### src/sv/ch_pkg.sv
// shared types, constants and round function for the cubehash engine
// no dependencies
package ch_pkg;
  localparam int MAX_BLOCK_BYTES_DEF = 128;
  localparam int NWORDS = 32;
  localparam int ROT_A = 7;
  localparam int ROT_B = 11;
  localparam logic [4:0] LAST_WORD_IDX = 5'b11111;

  localparam logic [1:0] OP_START = 2'd0;
  localparam logic [1:0] OP_ABSORB = 2'd1;
  localparam logic [1:0] OP_FINAL = 2'd2;

  localparam logic [2:0] REG_INIT_ROUNDS = 3'd0;
  localparam logic [2:0] REG_BLOCK_ROUNDS = 3'd1;
  localparam logic [2:0] REG_BLOCK_BYTES = 3'd2;
  localparam logic [2:0] REG_FINAL_ROUNDS = 3'd3;
  localparam logic [2:0] REG_DIGEST_BYTES = 3'd4;

  typedef logic [31:0] word_t;
  typedef word_t [NWORDS-1:0] state_t;

  // queued command word between front and back
  typedef struct packed {
    logic [1:0] op;
    logic [7:0] data;
  } cmd_t;

  function automatic word_t rotl(word_t v, int n);
    rotl = (v << n) | (v >> (32 - n));
  endfunction

  // one full round
  function automatic state_t cube_round(state_t s);
    state_t a;
    state_t b;
    a = s;
    for (int k = 0; k < 16; k++) a[16+k] = a[16+k] + a[k];
    for (int k = 0; k < 16; k++) a[k] = rotl(a[k], ROT_A);
    b = a;
    for (int k = 0; k < 16; k++) b[k] = a[k ^ 8];
    for (int k = 0; k < 16; k++) b[k] = b[k] ^ b[16+k];
    a = b;
    for (int k = 16; k < 32; k++) a[k] = b[k ^ 2];
    for (int k = 0; k < 16; k++) a[16+k] = a[16+k] + a[k];
    for (int k = 0; k < 16; k++) a[k] = rotl(a[k], ROT_B);
    b = a;
    for (int k = 0; k < 16; k++) b[k] = a[k ^ 4];
    for (int k = 0; k < 16; k++) b[k] = b[k] ^ b[16+k];
    a = b;
    for (int k = 16; k < 32; k++) a[k] = b[k ^ 1];
    cube_round = a;
  endfunction
endpackage

### src/sv/ch_fifo.sv
// short command queue between the front and back parts
// depends on ch_pkg
module ch_fifo (
  input  logic          clk,
  input  logic          rst_n,
  input  logic          wr_en,
  input  ch_pkg::cmd_t  wr_data,
  output logic          full,
  input  logic          rd_en,
  output ch_pkg::cmd_t  rd_data,
  output logic          empty
);
  import ch_pkg::*;

  cmd_t       mem_r [2];
  logic       wp_r, rp_r;
  logic [1:0] cnt_r;

  assign full = (cnt_r == 2'd2);
  assign empty = (cnt_r == 2'd0);
  assign rd_data = mem_r[rp_r];

  always_ff @(posedge clk) begin
    if (wr_en && !full) mem_r[wp_r] <= wr_data;
  end

  // pointers and fill count
  always_ff @(posedge clk) begin
    if (!rst_n) begin
      wp_r <= 1'b0;
      rp_r <= 1'b0;
      cnt_r <= 2'd0;
    end else begin
      if (wr_en && !full) wp_r <= ~wp_r;
      if (rd_en && !empty) rp_r <= ~rp_r;
      cnt_r <= cnt_r + 2'(wr_en && !full) - 2'(rd_en && !empty);
    end
  end

`ifndef ASSERT_OFF
  a_no_overflow: assert property (@(posedge clk) disable iff (!rst_n)
    cnt_r != 2'd3) else $error("queue count out of range");
  a_empty_hold: assert property (@(posedge clk) disable iff (!rst_n)
    (empty && !wr_en) |=> empty) else $error("queue filled without write");
  a_full_hold: assert property (@(posedge clk) disable iff (!rst_n)
    (full && !rd_en) |=> full) else $error("queue drained without read");
`endif
endmodule

### config.mk
export PLATFORM = sky130hd
export DESIGN_NAME = ch_fifo
export DESIGN_NICKNAME = d
export VERILOG_FILES = /design/src/sv/ch_pkg.sv /design/src/sv/ch_fifo.sv
export SDC_FILE = /design/constraint.sdc
export NUM_CORES = 1
export LEC_CHECK = 0
export BUFFER_PORTS_ARGS = -buffer_cell sky130_fd_sc_hd__buf_2
export CORE_MARGIN = 10
export CORE_UTILIZATION = 52
export CTS_BUF_LIST = sky130_fd_sc_hd__clkbuf_8
export CTS_CLUSTER_SIZE = 28
export DETAILED_ROUTE_END_ITERATION = 8
export GPL_TIMING_DRIVEN = 0
export HOLD_SLACK_MARGIN = 0.06
export PLACE_DENSITY = 0.79
export SLEW_MARGIN = 0
export SYNTH_ARGS = -nofsm -noshare
export SYNTH_HDL_FRONTEND = slang
export SYNTH_SLANG_ARGS = --single-unit
### constraint.sdc
create_clock -name clk -period 2.9 [get_ports clk]
set_input_delay 0.29 -clock clk [delete_from_list [all_inputs] [get_ports clk]]
set_output_delay 0.29 -clock clk [all_outputs]
set_load 0.02 [all_outputs]
### Word-level counts from Yosys, hierarchy flattened

Memory sizes are Yosys's and may differ from the RTL's. A register that Yosys moved wholly into a read port is not among the register bits.
Cells that the tools add are included.

* add/sub/neg operators: 2
* equal/unequal tests: 1
* multiplexer cells: 4
* bitwise gates (word level): 2
* reduce and logical (&&, ||, !) cells: 5

Operator list (count)
* 1-bit two-way mux: 4
* 2-bit by 1-bit adder with 2-bit output: 1
* 2-bit equality test, second input constant: 1
* 1-bit logical AND: 2
* 1-bit zero test: 2
* 2-bit zero test: 1
* 1-bit NOT: 2
* 2-bit by 1-bit subtractor with 2-bit output: 1

* bits in registers: 4
* RAM bits: 20
* input bits: 14
* output and inout port bits: 12
* word-level logic and storage cells: 18
* memories: 1

Memories
* mem_r: depth 2, width 10, rd ports 1, clocked after Yosys merged registers in 1, wr ports 1, line ch_fifo.sv:15 `cmd_t mem_r [2];`

### Logic depth before layout (Yosys ltp)

* depth in word-level cells: 5
* depth in mapped cells: 8
* gate-level depth less buffers: 8

### Worst setup path after synthesis

Ideal clock, no wire load.

* kind: register to register
* start: reg cnt_r[0]
* end: reg cnt_r[1]
* setup time: 0.115 ns
* arrival time: 1.426 ns
* data required time: 2.785 ns
* path slack: 1.359 ns
* stages on the path, launching flop included: 9
* buffers on the path: 0
* period minus slack after synthesis: 1.541 ns
* cell sequence: dfxtp_1 > nand2b_1 > nand2_1 > ha_1 > inv_1 > ha_1 > xnor2_1 > xnor2_1 > and2_1

* word-level cells in the longest chain between the ends: 5
* elaborated cells on any way between the ends: 8
* those cells by class: add/sub: 2; eq/ne: 1; reduce/logical: 5

Ends and longest elaborated chain
* start: declaration: line ch_fifo.sv:17 `logic [1:0] cnt_r;`
* start signal: assignment: line ch_fifo.sv:36 `cnt_r <= cnt_r + 2'(wr_en && !full) - 2'(rd_en && !empty);`
* 2-bit equality test: line ch_fifo.sv:19 `assign full = (cnt_r == 2'd2);`
* 1-bit zero test: line ch_fifo.sv:36
* 1-bit logical AND: line ch_fifo.sv:36
* 2-bit by 1-bit adder with 2-bit output: line ch_fifo.sv:36
* 2-bit by 1-bit subtractor with 2-bit output *: line ch_fifo.sv:36

Mark *: on every way between the ends. The rest lies on a longest branch, timed or not.
A chain may end at the register's enable or synchronous reset.

### Final worst setup path

* start: reg cnt_r[0]
* end: mem mem_r[0][5] in the netlist's numbering, enable pin

* word-level cells in the longest chain between the ends: 5

Ends and longest elaborated chain
* 2-bit equality test: line ch_fifo.sv:19
* 1-bit zero test: line ch_fifo.sv:24 `if (wr_en && !full) mem_r[wp_r] <= wr_data;`
* 1-bit logical AND: line ch_fifo.sv:24
* 1-bit two-way mux: line ch_fifo.sv:24
* 1-bit two-way mux (implied by the code): line ch_fifo.sv:24
* end: declaration: line ch_fifo.sv:15

No other way between the ends.

==> summary.md <==
## Floorplan
- die outline height: 62.8 um
- core footprint: 0.00173 mm^2
- effective utilization at floorplan: 55.3%
- # rows: 15
- Total Die Area: 0.00395 mm^2
- die boundary width: 62.8 um
- I/O pin cnt: 26

## Cells and area
- Antenna diodes: 0
- post-layout instance count excluding filler cells: 110
- number of nets in the layout: 102
- Design Area, Final: 0.00116 mm^2
- signed area change from the synthesized netlist to the final layout: 21.1%
- share of cells above drive strength 1: 47.1%
- Core Util, Final: 67.0%

## Drt
- Routed WL: 1.63 mm
- starting DRC count in detailed routing: 18
- router iterations before antenna repair: 7
- total DRC errors in the routed layout: 0
- post-route antenna net violation count: 0
- routed via count divided by cell count: 4.69
- average wire per cell in the routed design: 14.8 um
- total number of vias: 516

## Synth
- proportion of synthesized flip-flops having asynchronous set or reset: 0%
- Mapped Nets: 72
- flops & latches, synth: 25
- synthesized-area fraction occupied by xor and xnor cells: 2.75%
- share of synthesized cell area in and, or, nand and nor gates: 6.16%
- EDFF count, synth: 20
- part of the Yosys area used for sequential elements: 73.4%
- synth top area cells: sky130_fd_sc_hd__edfxtp_1 63%, sky130_fd_sc_hd__mux2_2 12%, sky130_fd_sc_hd__dfxtp_1 10%
- average footprint of a synthesized cell: 17.0 um^2
- Synth Warn #: 0
- complex-gate fraction of the synthesized area: 0.917%
- share of the synthesized area in the top cell type: 62.9%
- top cell types by occurrence after synthesis: 20 x sky130_fd_sc_hd__edfxtp_1, 10 x sky130_fd_sc_hd__mux2_2, 5 x sky130_fd_sc_hd__dfxtp_1
- dominant register cell in the synthesized netlist: sky130_fd_sc_hd__edfxtp_1
- synthesized area: 955 um^2
- Gate Count Post-Synth: 56
- share of cell area taken by muxes after synthesis: 12.8%
- number of distinct library cells after synthesis: 15
- most common cell in the synthesized netlist: sky130_fd_sc_hd__edfxtp_1
- largest area contributor in the synthesized netlist: sky130_fd_sc_hd__edfxtp_1
- dominant combinational cell family by area after synthesis: multiplexers
- arithmetic-cell share of the synthesized area counting full adders, half adders and majority gates: 2.62%

## Power and ir drop
- Clk pwr share: 19.5%
- fraction of power consumed by combinational cells: 32.2%
- pwr/cell area: 861 mW/mm^2
- portion of total power attributed to sequential cells: 48.3%
- P_sw: 0.305 mW
- net switching fraction of the power: 30.7%
- VDD IR max: 0.476 mV
- Static Leakage: 0.470 nW
- internal power: 0.690 mW

## Clock tree
- H-tree level count: 1
- number of buffers on the longest clock path: 2
- sink count of the clock tree: 25
- clock buffers created by TritonCTS: 3
- Resized cells post-CTS: 0
- clock-pin slew on the worst setup and hold paths: 0.08 ns
- clock root buffer master: sky130_fd_sc_hd__clkbuf_8
- total of hold buffers inserted after clock tree synthesis: 0
- buffers inserted during post-CTS setup optimization: 0
- clock insertion delay at the later pin of the skew report: 0.26 ns
- CTS tree: built

## Global route
- via count of the first global-routing pass: 605
- largest net degree at the start of global routing: 14
- gr ovfl total: 0
- global-route wire length before repair: 2.73 mm
- GRT Resource Usage Total: 8.74%
- antenna violations before repair: 0

## Timing
- period utilization: 57.2%
- unrepaired setup endpoints after global routing: false
- Hold Fails Final Rpt: 0
- sum of negative setup slack: 0 ns
- Final setup violation count: 0
- transition time at the pin with the least slew margin: 0.850 ns
- Fmax: 602 MHz
- final setup skew: 0.00323 ns
- number of max-slew violations in the final report: 0
- headroom to the max-slew limit: 43.1%
- Period minus WS final: 1.66 ns

## Place
- sum of net half-perimeters after detailed placement: 1.25 mm
- number of buffer cells added on primary ports: 25
- instance count after placement with tap cells included: 106
- weighted congestion at the end of routability-driven global placement: 0.650
- dpl cell area: 0.00111 mm^2

## Run
- count of max-cap constraint violations: 0

## Worst setup path
- critical path peak fanout: 10
- worst endpoint data arrival time: 1.55 ns
- Setup CP Type: flop to flop
- kind of capture point of the worst setup path: flop
- required time at the endpoint of the critical path: 2.79 ns
- CP Launch Type: flop

## Outcome
- result of the run: finished clean

## Min path
- class of the most critical hold timing path: input port to flop

[cells by family (layout without fill, tap and decap cells)]
family	count (synthesis)	in the layout
flops	25	25
compound gates	1	1
mux	11	11
simple gates	11	11
fa+ha+maj	2	2
buf+inv	3	32
xor+xnor	3	3
[critical path, stage by stage (launching register included)]
cell,delay [ns]
sky130_fd_sc_hd__dfxtp_1,0.37
sky130_fd_sc_hd__nand2b_1,0.16
sky130_fd_sc_hd__nand2_1,0.11
sky130_fd_sc_hd__nor2_1,0.66
[metal layers]
layer	up-vias	global-route usage, %	routed length, um
met4	0	2.51	0
met5	-	0	0
li1	258	-	-
met1	241	8.17	603
met3	0	5.38	165
met2	17	15.5	856
[sequential cells by signal (all words and copies together) (netlist names), named ones only]
name and flops:
wp_r 1, rp_r 1, cnt_r 2, mem_r 20
[metrics by stage]
stage / power, mW / hold WS, ns / setup slack, ns
after global routing: 1.06 / 0.206 / 1.04
after global placement: 0.805 / 0.466 / 1.23
after detailed placement: 0.819 / 0.481 / 1.19
after CTS: 1.01 / 0.205 / 1.18
final: 0.995 / 0.213 / 1.24
after floorplan: 0.720 / 0.389 / 1.36
[layout make-up]
cell class | count | area (um^2)
Sequential cell | 25 | 701
Fill cell | 146 | 571
Multi-Input combinational cell | 28 | 241
Timing Repair Buffer | 25 | 125
Clock buffer | 3 | 41.3
Tap cell | 25 | 31.3
Inverter | 2 | 7.51
Buffer | 1 | 5.00
Clock inverter | 1 | 3.75
[power by group through the flow]
stage          logic (mW)  clock network [mW]  registers (mW)
2_1_floorplan       0.238                   0           0.481
3_3_place_gp        0.321                   0           0.485
3_5_place_dp        0.330                   0           0.489
4_1_cts             0.330               0.200           0.481
5_1_grt             0.359               0.212           0.488
6_report            0.321               0.194           0.480
[cells in the final DEF (no fill, tap or decap)]
cell type	synthesis	routed
sky130_fd_sc_hd__nor2b_1	2	2
sky130_fd_sc_hd__mux2_2	10	10
sky130_fd_sc_hd__o21a_2	1	1
sky130_fd_sc_hd__nand2b_1	2	2
sky130_fd_sc_hd__and3_1	1	1
sky130_fd_sc_hd__buf_2	1	26
sky130_fd_sc_hd__edfxtp_1	20	20
sky130_fd_sc_hd__clkbuf_8	0	3
sky130_fd_sc_hd__nand2_1	2	2
sky130_fd_sc_hd__nor2_1	2	2
sky130_fd_sc_hd__dfxtp_1	5	5
sky130_fd_sc_hd__ha_1	2	2
sky130_fd_sc_hd__inv_1	2	3
sky130_fd_sc_hd__xnor2_1	3	3
sky130_fd_sc_hd__and2_1	2	2
sky130_fd_sc_hd__mux2i_1	1	1
[path summary, 6_finish.rpt]
kind               from          end  slack (ns)  depth (start not counted)
min          wr_data[7]  mem_r[0][7]        0.21                          1
max reg2reg    cnt_r[0]  mem_r[0][5]        1.24                          3
min reg2reg        wp_r         wp_r        0.50                          2
max            cnt_r[0]  mem_r[0][5]        1.24                          3
No activity file was read; power rests on OpenSTA's default activity.
